$ cat config.mk
export PLATFORM = sky130hd
export DESIGN_NAME = swdc_queue
export DESIGN_NICKNAME = d
export VERILOG_FILES = /design/src/swdc_pkg.sv /design/src/swdc_queue.sv
export SDC_FILE = /design/constraint.sdc
export NUM_CORES = 1
export LEC_CHECK = 0
export BUFFER_PORTS_ARGS = -buffer_cell sky130_fd_sc_hd__buf_2
export CORE_UTILIZATION = 54
export CTS_BUF_LIST = sky130_fd_sc_hd__clkbuf_8
export CTS_CLUSTER_SIZE = 40
export DETAILED_ROUTE_END_ITERATION = 10
export PLACE_DENSITY = 0.9
export REMOVE_ABC_BUFFERS = 1
export SLEW_MARGIN = 10
export SYNTH_ARGS = -nofsm -noshare
export SYNTH_HDL_FRONTEND = slang
export SYNTH_SLANG_ARGS = --single-unit
$ cat constraint.sdc
create_clock -name clk -period 11.8 [get_ports clk]
set_input_delay 0.59 -clock clk [delete_from_list [all_inputs] [get_ports clk]]
set_output_delay 0.59 -clock clk [all_outputs]
set_load 0.02 [all_outputs]
$ cat src/swdc_pkg.sv
// Shared types, constants and codes of the sphere and doorway wall collision block.
package swdc_pkg;

    // Door table depth
    localparam int MAX_DOORS = 8;

    // Queue depths and their counter widths
    localparam int QUEUE_DEPTH = 4;
    localparam int QPTR_W      = $clog2(QUEUE_DEPTH);
    localparam int QCNT_W      = $clog2(QUEUE_DEPTH + 1);
    localparam int OUTQ_DEPTH  = 4;
    localparam int OPTR_W      = $clog2(OUTQ_DEPTH);
    localparam int OCNT_W      = $clog2(OUTQ_DEPTH + 1);

    // Configuration port
    localparam int CFG_AW = 5;
    localparam logic [2:0] REG_ORIGIN_X   = 3'd0;
    localparam logic [2:0] REG_BASE_Y     = 3'd1;
    localparam logic [2:0] REG_ORIGIN_Z   = 3'd2;
    localparam logic [2:0] REG_DIR_COS    = 3'd3;
    localparam logic [2:0] REG_DIR_SIN    = 3'd4;
    localparam logic [2:0] REG_LENGTH     = 3'd5;
    localparam logic [2:0] REG_HEIGHT     = 3'd6;
    localparam logic [2:0] REG_DOOR_COUNT = 3'd7;

    // Result reason codes
    typedef enum logic [2:0] {
        OC_VERT = 3'd0,
        OC_END  = 3'd1,
        OC_FAR  = 3'd2,
        OC_DOOR = 3'd3,
        OC_HIT  = 3'd4,
        OC_LOAD = 3'd5
    } outcome_t;

    // Wall configuration
    typedef struct packed {
        logic signed [31:0] origin_x;
        logic signed [31:0] base_y;
        logic signed [31:0] origin_z;
        logic signed [15:0] dir_cos;
        logic signed [15:0] dir_sin;
        logic [30:0]        length;
        logic [30:0]        height;
        logic [3:0]         door_count;
    } cfg_t;

    // Classified item passed from front to back
    typedef struct packed {
        logic               mode;
        logic [2:0]         door_index;
        logic [30:0]        door_start;
        logic [30:0]        door_width;
        logic signed [31:0] door_height;
        logic               vclear;
        logic signed [32:0] dx;
        logic signed [32:0] dz;
        logic signed [31:0] sy;
        logic [30:0]        radius;
    } item_t;

    // Queue handshake between front and back
    typedef struct packed {
        logic push;
        logic full;
    } qwr_t;

    // One result
    typedef struct packed {
        logic     collides;
        outcome_t outcome;
    } result_t;

endpackage

$ cat src/swdc_queue.sv
// Short item queue that decouples the front stage from the back pipeline.
module swdc_queue
(
    input  logic            clk,
    input  logic            rst_n,
    input  logic            push,
    input  swdc_pkg::item_t wr_item,
    output logic            full,
    input  logic            pop,
    output logic            empty,
    output swdc_pkg::item_t rd_item
);

    swdc_pkg::item_t                 mem [swdc_pkg::QUEUE_DEPTH];
    logic [swdc_pkg::QPTR_W-1:0]     wr_ptr_reg;
    logic [swdc_pkg::QPTR_W-1:0]     rd_ptr_reg;
    logic [swdc_pkg::QCNT_W-1:0]     count_reg;
    logic                            do_wr;
    logic                            do_rd;

    assign full  = (count_reg == swdc_pkg::QCNT_W'(swdc_pkg::QUEUE_DEPTH));
    assign empty = (count_reg == '0);
    assign do_wr = push && !full;
    assign do_rd = pop && !empty;

    // Storage
    always_ff @(posedge clk)
    begin
        if (do_wr)
        begin
            mem[wr_ptr_reg] <= wr_item;
        end
    end

    assign rd_item = mem[rd_ptr_reg];

    // Pointers and fill count
    always_ff @(posedge clk or negedge rst_n)
    begin
        if (!rst_n)
        begin
            wr_ptr_reg <= '0;
            rd_ptr_reg <= '0;
            count_reg  <= '0;
        end
        else
        begin
            if (do_wr)
            begin
                wr_ptr_reg <= (wr_ptr_reg == swdc_pkg::QPTR_W'(swdc_pkg::QUEUE_DEPTH - 1))
                              ? '0 : wr_ptr_reg + 1'b1;
            end
            if (do_rd)
            begin
                rd_ptr_reg <= (rd_ptr_reg == swdc_pkg::QPTR_W'(swdc_pkg::QUEUE_DEPTH - 1))
                              ? '0 : rd_ptr_reg + 1'b1;
            end
            if (do_wr && !do_rd)
            begin
                count_reg <= count_reg + 1'b1;
            end
            else if (do_rd && !do_wr)
            begin
                count_reg <= count_reg - 1'b1;
            end
        end
    end

endmodule

==> impl_metrics.json <==
{
  "status": "complete, no violations",
  "crit_required_ns": 11.21,
  "first_iter_violations": 1250,
  "peakVddDrop_v": 0.0002591,
  "skew_ns": 0.02364,
  "setup_viol": 0,
  "crit_family": "buffers and inverters",
  "post_cts_resized": 0,
  "numCtsBuffers": 143,
  "layout.nets": 2219,
  "slew_violations": 0,
  "pwr_density_cell_nw_per_um2": 251.1,
  "clk_path_buf_depth": 3,
  "end_kind": "output pin",
  "worst_pin_slew_ns": 1.207,
  "clkSinkCount": 919,
  "power_switching_mw": 3.427,
  "avgSynthCellArea_um2": 27.28,
  "cts_tree": "done",
  "instances_no_fill": 2879,
  "dieArea_um2": 63030,
  "grt-ovfl-total": 0,
  "largest_reg_flops": 912,
  "clkPwrFrac_pct": 23.7,
  "grt_first_pass_wirelength_um": 108800,
  "tns_ns": 0,
  "grt_pass1_vias": 17810,
  "startpoint": "rd_ptr_reg[0]$_DFFE_PN0P_",
  "cp_cell_sequence": "buf_4 > buf_4 > mux4_2 > buf_2",
  "area_growth_pct": 21.98,
  "clock.fmax_mhz": 206.8,
  "period_share_pct": 40.99,
  "p_sw_share_pct": 33.41,
  "gp_congestion": 0.7660,
  "intPower_mw": 6.832,
  "ios": 462,
  "worstPathArrival_ns": 4.25,
  "rrSetupSlack_ns": 7.87,
  "dp_hpwl_um": 41000,
  "holdPathEnd": "mem[2][113]$_DFFE_PP_",
  "p_seq_share_pct": 44.5,
  "core_um2": 60810,
  "htreeDepth": 4,
  "hold_slack_ns": 0.07155,
  "final_common_cell": "edfxtp_1",
  "reg2reg_depth": 5,
  "hold_path.class": "in -> reg",
  "p_total_mw": 10.26,
  "wl_um": 75070,
  "fp.dieW_um": 251.1,
  "slowest_delay_ns": 0.96,
  "r2r-end": "mem[1][52]$_DFFE_PP_",
  "port_buffers": 461,
  "yosysSeqAreaShare_pct": 82.28,
  "comb_power_share_pct": 31.9,
  "dr.pass1.iters": 7,
  "dp.cells": 2435,
  "path_class": "reg -> out",
  "cp_common_cell": "buf_4",
  "antenna_found_initial": 23,
  "die_h_um": 251.1,
  "syn_area_um2": 33500,
  "crit_buf_inv": 3,
  "cp_max_fo": 47,
  "cts_root_buf": "clkbuf_8",
  "hold_depth": 1,
  "fin_crit_ns": 4.837,
  "clock_latency_ns": 0.77,
  "hold_viol_final": 0,
  "drive_above_1_share_pct": 42.66,
  "cellLeakagePower_nw": 14.06,
  "min_from": "wr_item[113]",
  "antenna_left": 0,
  "mostFrequentLayoutCells": "edfxtp_1, buf_2, mux4_2, dlygate4sd3_1, clkbuf_8",
  "wire_per_inst_um": 26.07,
  "path_clk_slew_ns": 0.06,
  "rsz0062_at_grt": "no",
  "critPathLaunchType": "register",
  "grt_start_max_net_pins": 170,
  "slew_headroom_pct": 19.53,
  "start_util_pct": 55.08,
  "grtUsageTotal_pct": 23.87,
  "ys_seq_elements": 919,
  "routed-via-count": 16580,
  "drc_errors": 0,
  "rows": 90,
  "maxCapViolCount": 0,
  "r2r-start": "count_reg[2]$_DFFE_PN0P_",
  "synth_cells": 1228,
  "routed_via_density": 5.757,
  "yosysWarnings": 0,
  "slowest_stage": "dfrtp_4",
  "ys_types": 24
}
how the worst max path moves through the flow:
stage	end	slack [ns]	depth (start not counted)
final	rd_item[158]	6.96	4
after global routing	rd_item[158]	6.53	4
after floorplan	mem[3][0]$_DFFE_PP_	0.79	2
after global placement	rd_item[77]	7.60	4
after detailed placement	rd_item[158]	7.57	4
after CTS	rd_item[8]	6.73	4
power by group through the flow:
stage               Sequential, mW  Clock, mW  Combinational, mW
CTS                           4.55       2.45               3.27
detailed placement            4.61          0               3.20
finish                        4.56       2.43               3.27
floorplan                     4.91          0               2.27
global route                  4.61       2.62               3.42
global placement              4.55          0               3.15
what timing repair did:
| item | CTS | global route |
|---|---|---|
| hold buffers | 182 | 0 |
| endpoints found under the hold margin | 642 | 0 |
| setup buffers | 0 | 0 |
cells in the mapped netlist:
master | number | area share, %
edfxtp_1 | 912 | 82
mux4_2 | 228 | 15
buf_2 | 23 | 0.34
buf_12 | 12 | 0.72
buf_8 | 9 | 0.40
dfrtp_1 | 7 | 0.52
ha_1 | 6 | 0.22
mux2_2 | 4 | 0.13
and2_1 | 3 | 0.056
inv_1 | 3 | 0.034
nor2_1 | 3 | 0.034
buf_4 | 2 | 0.045
buf_6 | 2 | 0.067
clkbuf_1 | 2 | 0.022
nor3_1 | 2 | 0.030
xor2_1 | 2 | 0.052
a21o_1 | 1 | 0.022
buf_1 | 1 | 0.011
fa_1 | 1 | 0.060
nand2_1 | 1 | 0.011
nor2b_1 | 1 | 0.019
nor3b_2 | 1 | 0.037
o31ai_2 | 1 | 0.037
xnor2_1 | 1 | 0.026
routing by layer:
metal | up-vias | routed length (um) | share of wire (%) | global-route usage (%)
met5 | - | 69 | 0.092 | 0
met2 | 933 | 39600 | 53 | 40.82
li1 | 6902 | - | - | -
met3 | 224 | 6417 | 8.5 | 7.093
met4 | 10 | 3328 | 4.4 | 11.99
met1 | 8506 | 25650 | 34 | 27.47
layout make-up:
class	count	area, um^2
Antenna cell	18	45.04
Clock buffer	146	2009
Clock inverter	98	553.0
Fill cell	3487	19950
Inverter	3	11.26
Multi-Input combinational cell	255	5399
Sequential cell	919	27570
Tap cell	782	978.4
Timing Repair Buffer	658	4292
stage by stage:
step	utilization [%]	worst slack [ns]	area (um^2)
after floorplan	-	0.7940	32960
final	67.19	6.963	40860
after global placement	59.91	7.602	36430
after detailed placement	59.91	7.575	36430
after global routing	67.18	6.533	40850
after CTS	67.12	6.733	40810
logic make-up after synthesis:
family | after synthesis | share of synthesized area, %
simple gates | 11 | 0.1868
compound gates | 2 | 0.05977
fa+ha+maj | 7 | 0.2839
buf+inv | 54 | 1.644
flops | 919 | 82.28
xor+xnor | 3 | 0.07846
mux | 232 | 15.46
(Power assumes the default switching activity.)
