$ cat src/swdc_pkg.sv
// Shared types, constants and codes of the sphere and doorway wall collision block.
package swdc_pkg;

    // Door table depth
    localparam int MAX_DOORS = 8;

    // Queue depths and their counter widths
    localparam int QUEUE_DEPTH = 4;
    localparam int QPTR_W      = $clog2(QUEUE_DEPTH);
    localparam int QCNT_W      = $clog2(QUEUE_DEPTH + 1);
    localparam int OUTQ_DEPTH  = 4;
    localparam int OPTR_W      = $clog2(OUTQ_DEPTH);
    localparam int OCNT_W      = $clog2(OUTQ_DEPTH + 1);

    // Configuration port
    localparam int CFG_AW = 5;
    localparam logic [2:0] REG_ORIGIN_X   = 3'd0;
    localparam logic [2:0] REG_BASE_Y     = 3'd1;
    localparam logic [2:0] REG_ORIGIN_Z   = 3'd2;
    localparam logic [2:0] REG_DIR_COS    = 3'd3;
    localparam logic [2:0] REG_DIR_SIN    = 3'd4;
    localparam logic [2:0] REG_LENGTH     = 3'd5;
    localparam logic [2:0] REG_HEIGHT     = 3'd6;
    localparam logic [2:0] REG_DOOR_COUNT = 3'd7;

    // Result reason codes
    typedef enum logic [2:0] {
        OC_VERT = 3'd0,
        OC_END  = 3'd1,
        OC_FAR  = 3'd2,
        OC_DOOR = 3'd3,
        OC_HIT  = 3'd4,
        OC_LOAD = 3'd5
    } outcome_t;

    // Wall configuration
    typedef struct packed {
        logic signed [31:0] origin_x;
        logic signed [31:0] base_y;
        logic signed [31:0] origin_z;
        logic signed [15:0] dir_cos;
        logic signed [15:0] dir_sin;
        logic [30:0]        length;
        logic [30:0]        height;
        logic [3:0]         door_count;
    } cfg_t;

    // Classified item passed from front to back
    typedef struct packed {
        logic               mode;
        logic [2:0]         door_index;
        logic [30:0]        door_start;
        logic [30:0]        door_width;
        logic signed [31:0] door_height;
        logic               vclear;
        logic signed [32:0] dx;
        logic signed [32:0] dz;
        logic signed [31:0] sy;
        logic [30:0]        radius;
    } item_t;

    // Queue handshake between front and back
    typedef struct packed {
        logic push;
        logic full;
    } qwr_t;

    // One result
    typedef struct packed {
        logic     collides;
        outcome_t outcome;
    } result_t;

endpackage

$ cat src/swdc_front.sv
// Front stage: accepts items, does the height test and forms the offsets from the wall start.
module swdc_front
(
    input  logic                 clk,
    input  logic                 rst_n,
    input  swdc_pkg::cfg_t       cfg,
    input  logic                 push,
    output logic                 full,
    input  logic                 mode,
    input  logic [2:0]           door_index,
    input  logic [30:0]          door_start,
    input  logic [30:0]          door_width,
    input  logic signed [31:0]   door_height,
    input  logic signed [31:0]   sphere_x,
    input  logic signed [31:0]   sphere_y,
    input  logic signed [31:0]   sphere_z,
    input  logic [30:0]          sphere_radius,
    output swdc_pkg::qwr_t       qwr_out,
    input  logic                 q_full,
    output swdc_pkg::item_t      item
);

    logic               valid_reg;
    swdc_pkg::item_t    item_reg;
    swdc_pkg::item_t    item_next;
    logic               adv;
    logic signed [33:0] sy34;
    logic signed [33:0] r34;
    logic signed [33:0] base34;
    logic signed [33:0] top34;

    // Stage moves when empty or when the queue takes its item
    assign adv  = !valid_reg || !q_full;
    assign full = !adv;

    // Height band test, widened so nothing wraps
    assign sy34   = 34'(sphere_y);
    assign r34    = $signed({3'b000, sphere_radius});
    assign base34 = 34'(cfg.base_y);
    assign top34  = base34 + $signed({3'b000, cfg.height});

    always_comb
    begin
        item_next             = '0;
        item_next.mode        = mode;
        item_next.door_index  = door_index;
        item_next.door_start  = door_start;
        item_next.door_width  = door_width;
        item_next.door_height = door_height;
        item_next.vclear      = (sy34 + r34 < base34) || (sy34 - r34 > top34);
        item_next.dx          = 33'(sphere_x) - 33'(cfg.origin_x);
        item_next.dz          = 33'(sphere_z) - 33'(cfg.origin_z);
        item_next.sy          = sphere_y;
        item_next.radius      = sphere_radius;
    end

    // Stage valid
    always_ff @(posedge clk or negedge rst_n)
    begin
        if (!rst_n)
        begin
            valid_reg <= 1'b0;
        end
        else if (adv)
        begin
            valid_reg <= push;
        end
    end

    // Stage payload
    always_ff @(posedge clk)
    begin
        if (push && adv)
        begin
            item_reg <= item_next;
        end
    end

    assign qwr_out.push = valid_reg && !q_full;
    assign qwr_out.full = full;
    assign item         = item_reg;

endmodule

$ cat config.mk
export PLATFORM = sky130hd
export DESIGN_NAME = swdc_front
export DESIGN_NICKNAME = d
export VERILOG_FILES = /design/src/swdc_pkg.sv /design/src/swdc_front.sv
export SDC_FILE = /design/constraint.sdc
export NUM_CORES = 1
export LEC_CHECK = 0
export BUFFER_PORTS_ARGS = -buffer_cell sky130_fd_sc_hd__buf_2
export CAP_MARGIN = 10
export CORE_AREA = 8 8 250 252
export CTS_CLUSTER_DIAMETER = 40
export DETAILED_ROUTE_END_ITERATION = 12
export DIE_AREA = 0 0 258 260
export GPL_TIMING_DRIVEN = 0
export HOLD_SLACK_MARGIN = 0.1
export PLACE_DENSITY = 0.5
export RECOVER_POWER = 50
export SYNTH_ARGS = -nofsm -noshare
export SYNTH_HDL_FRONTEND = slang
export SYNTH_SLANG_ARGS = --single-unit
$ cat constraint.sdc
create_clock -name clk -period 15.3 [get_ports clk]
set_input_delay 1.53 -clock clk [delete_from_list [all_inputs] [get_ports clk]]
set_output_delay 1.53 -clock clk [all_outputs]
set_load 0.05 [all_outputs]
==> impl_metrics.json <==
{
  "holdWs_ps": 705,
  "rsz_0062_raised_after_global_routing": "no",
  "slowest_stage": "sky130_fd_sc_hd__o31ai_1",
  "postCtsSetupBuffers": 0,
  "tritoncts": "yes",
  "die_w_um": 258,
  "drt-total-wl_mm": 61.1,
  "synthCells": 1640,
  "largest_net_degree_at_the_start_of_global_routing": 35,
  "root_buffer_cell": "sky130_fd_sc_hd__clkbuf_16",
  "first_global_vias": 15445,
  "synth.ff_latch_count": 229,
  "mostFrequentLayoutCell": "sky130_fd_sc_hd__buf_2",
  "critPathArrivalTime_ps": 6740,
  "synthesis.area_per_instance_um2": 10.3,
  "ys_async_sr_fraction": 0.00437,
  "htreeDepth": 2,
  "worstSetupStartpointType": "primary input",
  "relSlewSlack": -0.212,
  "fmax_ghz": 0.155,
  "worst_path_required_time_ps": 15580,
  "critical_path_class": "in -> reg",
  "timing.critical_path.cells": "clkbuf_1 -> inv_1 -> fa_1 -> nand2b_1 -> a21o_1 -> and4b_1 -> o31ai_1 -> a21oi_1 -> nor2_1 -> a31oi_1 -> o21ai_1 -> xnor2_1 -> ha_1 -> nand3_1 -> nor4_1 -> nand2_1 -> nor4_1 -> a21oi_1 -> a21oi_1 -> o31ai_1",
  "cts_inserted_buffers": 50,
  "firstDrtPassIters": 7,
  "setup_tns_ps": 0,
  "core_area_um2": 58500,
  "initialDrtViolationCount": 874,
  "critical_path.n_buffers_inverters": 2,
  "netlist_area_um2": 16900,
  "final_clock_period_utilization_by_the_worst_path": 0.422,
  "max_root_sink_buffers": 3,
  "yosysWarningCount": 0,
  "worstMarginPinSlew_ps": 1820,
  "die_h_um": 260,
  "io_buffers": 586,
  "ant_nets": 0,
  "crit-reg2reg-launch": "valid_reg$_DFFE_PN0N_",
  "count_of_final_hold_check_violations": 0,
  "outcome": "complete, but fails checks",
  "layout.cells.most_common_list": "sky130_fd_sc_hd__buf_2 (481), sky130_fd_sc_hd__edfxtp_1 (228), sky130_fd_sc_hd__ha_1 (222)",
  "vdd_ir_drop_max_uv": 73.9,
  "prevailing_post_synth_register_cell": "sky130_fd_sc_hd__edfxtp_1",
  "maxCapViolations": 4,
  "detail_route.drc_violations": 0,
  "global_route_congestion_overflow_total": 0,
  "synth_cell_type_count": 90,
  "slew_violations": 94,
  "cts_resized": 0,
  "violations_in_the_final_reports": "max-capacitance violations, max-slew violations",
  "report.final.setup_viol": 0,
  "min_path_type": "in -> async",
  "syn_nets": 2290,
  "gpl.final_weighted_congestion": 0.880,
  "reg_area_um2": 6870,
  "layout.core_utilization": 0.385,
  "power_density_nw_per_um2": 118,
  "initial_core_util": 0.289,
  "hpwlAfterDp_mm": 51.4,
  "multiInputGateArea_um2": 9070,
  "number_of_antenna_violations_at_the_first_check_in_global_routing": 32,
  "clock_sinks": 229,
  "portion_of_the_post_synthesis_area_used_by_sequential_elements": 0.406,
  "routed_vias_inst": 4.82,
  "path_common_cell": "sky130_fd_sc_hd__a21oi_1",
  "globalRouteTotalUtil": 0.173,
  "areaGrowthSynthToFinish_pct": 33.2,
  "worst_clock_skew_on_the_final_layout_ps": 46.4,
  "endpoint_kind": "flip-flop",
  "path_max_fanout": 4,
  "top_level_ports": 654,
  "hold_buffers": 0,
  "path_clk_slew_ps": 50,
  "vias": 14951,
  "grt_pass1_wl_mm": 90.4,
  "number_of_flops_mapped_to_enable_cells_by_yosys": 228,
  "post_drt_wl_per_cell_um": 19.7,
  "design.die.area_um2": 67100,
  "final_layout_size_suffix_gt1_frac": 0.263,
  "n_fill_cell": 5964,
  "clock_latency_ps": 590,
  "timing.critical_path.from": "sphere_y[1]",
  "power.leakage_nw": 10.4,
  "largest_reg_flops": 228,
  "timing.final.crit_period_ps": 6460,
  "max_stage_delay_ps": 650,
  "critical_path.top_delay_family": "compound AO/OA/AOI/OAI gates",
  "finish.net_count": 2935,
  "row_count": 89
}
## worst reg2reg max path: cells and delay by family, from the launching register on
kind	cells	cell delay, ps
buffers and inverters	4	3210
flip-flops	1	370
AND/OR/NAND/NOR	2	1320
## layer usage
layer  GRT usage  share of wire  vias to the layer above
li1            -              -                     7322
met1       0.209           0.42                     6928
met2       0.279           0.45                      515
met3      0.0694          0.094                      138
met4      0.0567          0.030                       48
met5           0         0.0050                        -
## cell families after synthesis
| kind of cell | share of synthesized area |
|---|---|
| AOI/OAI and AO/OA | 0.187 |
| and+or+nand+nor | 0.109 |
| DFF | 0.406 |
| buffers and inverters | 0.0571 |
| adders and majority gates | 0.170 |
| xor gates and xnor gates | 0.0704 |
## area by class of cell
| class | instances | share of cell area |
|---|---|---|
| diodes | 6 | 0.000666 |
| plain buffers | 38 | 0.0114 |
| clock buffers | 52 | 0.0559 |
| clock inverters | 41 | 0.0224 |
| inverters | 189 | 0.0315 |
| multi-input cells | 1184 | 0.403 |
| flip-flops and latches | 229 | 0.305 |
| well taps | 773 | 0.0429 |
| repair buffers | 593 | 0.128 |
## stage by stage
| stage | setup WS [ps] | std cells | area (um2) | power (W) |
|---|---|---|---|---|
| global placement | -2230 | 2999 | 20800 | 0.00157 |
| finish | 8840 | 3105 | 22500 | 0.00266 |
| global route | 8320 | 3102 | 22500 | 0.00280 |
| floorplan | 2600 | 1640 | 16900 | 0.00134 |
| detailed placement | 8170 | 3006 | 21000 | 0.00156 |
| CTS | 8780 | 3099 | 22700 | 0.00271 |
## path summary, 6_finish.rpt
check	slack, ps	depth (start not counted)	to
worst max-delay path	8840	20	item[129]$_DFFE_PP_
worst max register to register	10030	6	item[116]$_DFFE_PP_
max in group asynchronous	14510	1	valid_reg$_DFFE_PN0N_
worst min-delay path	700	1	valid_reg$_DFFE_PN0N_
min in group clk	760	2	valid_reg$_DFFE_PN0N_
worst min register to register	760	2	valid_reg$_DFFE_PN0N_
## report_power, final
part	total [W]	internal, W	switching (W)
registers	0.000765	0.000754	0.0000109
clock network	0.00112	0.000727	0.000391
logic	0.000777	0.000275	0.000502
## synthesized netlist by cell type (4+ instances only)
master / n / area share
sky130_fd_sc_hd__nor2b_1: 28 / 0.010
sky130_fd_sc_hd__a21boi_0: 4 / 0.0018
sky130_fd_sc_hd__a311oi_1: 5 / 0.0026
sky130_fd_sc_hd__o21ai_1: 4 / 0.0012
sky130_fd_sc_hd__ha_1: 222 / 0.16
sky130_fd_sc_hd__o21ai_0: 60 / 0.018
sky130_fd_sc_hd__o31a_1: 6 / 0.0031
sky130_fd_sc_hd__inv_1: 188 / 0.042
sky130_fd_sc_hd__and2_1: 11 / 0.0041
sky130_fd_sc_hd__and3_1: 14 / 0.0052
sky130_fd_sc_hd__o221ai_1: 5 / 0.0026
sky130_fd_sc_hd__nand4_1: 20 / 0.0074
sky130_fd_sc_hd__or2_2: 4 / 0.0015
sky130_fd_sc_hd__a221oi_1: 4 / 0.0021
sky130_fd_sc_hd__nor2_1: 99 / 0.022
sky130_fd_sc_hd__o31ai_1: 10 / 0.0044
sky130_fd_sc_hd__fa_1: 5 / 0.0059
sky130_fd_sc_hd__edfxtp_1: 228 / 0.40
sky130_fd_sc_hd__and4_1: 8 / 0.0041
sky130_fd_sc_hd__a21o_1: 82 / 0.036
sky130_fd_sc_hd__o21bai_1: 24 / 0.011
sky130_fd_sc_hd__o21a_1: 21 / 0.0093
sky130_fd_sc_hd__nor4_1: 10 / 0.0037
sky130_fd_sc_hd__clkbuf_1: 23 / 0.0051
sky130_fd_sc_hd__xor2_1: 48 / 0.025
sky130_fd_sc_hd__xnor2_1: 88 / 0.046
sky130_fd_sc_hd__a2111oi_0: 4 / 0.0021
sky130_fd_sc_hd__a31oi_1: 16 / 0.0059
sky130_fd_sc_hd__clkbuf_8: 5 / 0.0041
sky130_fd_sc_hd__nand2_1: 68 / 0.015
sky130_fd_sc_hd__a31o_2: 6 / 0.0031
sky130_fd_sc_hd__a211oi_1: 13 / 0.0058
sky130_fd_sc_hd__nor3_1: 24 / 0.0071
sky130_fd_sc_hd__a21oi_1: 137 / 0.041
sky130_fd_sc_hd__o211ai_1: 14 / 0.0062
sky130_fd_sc_hd__nand3_1: 27 / 0.0080
sky130_fd_sc_hd__a211o_1: 5 / 0.0026
sky130_fd_sc_hd__nand2b_1: 19 / 0.0070
(Power assumes the default switching activity.)
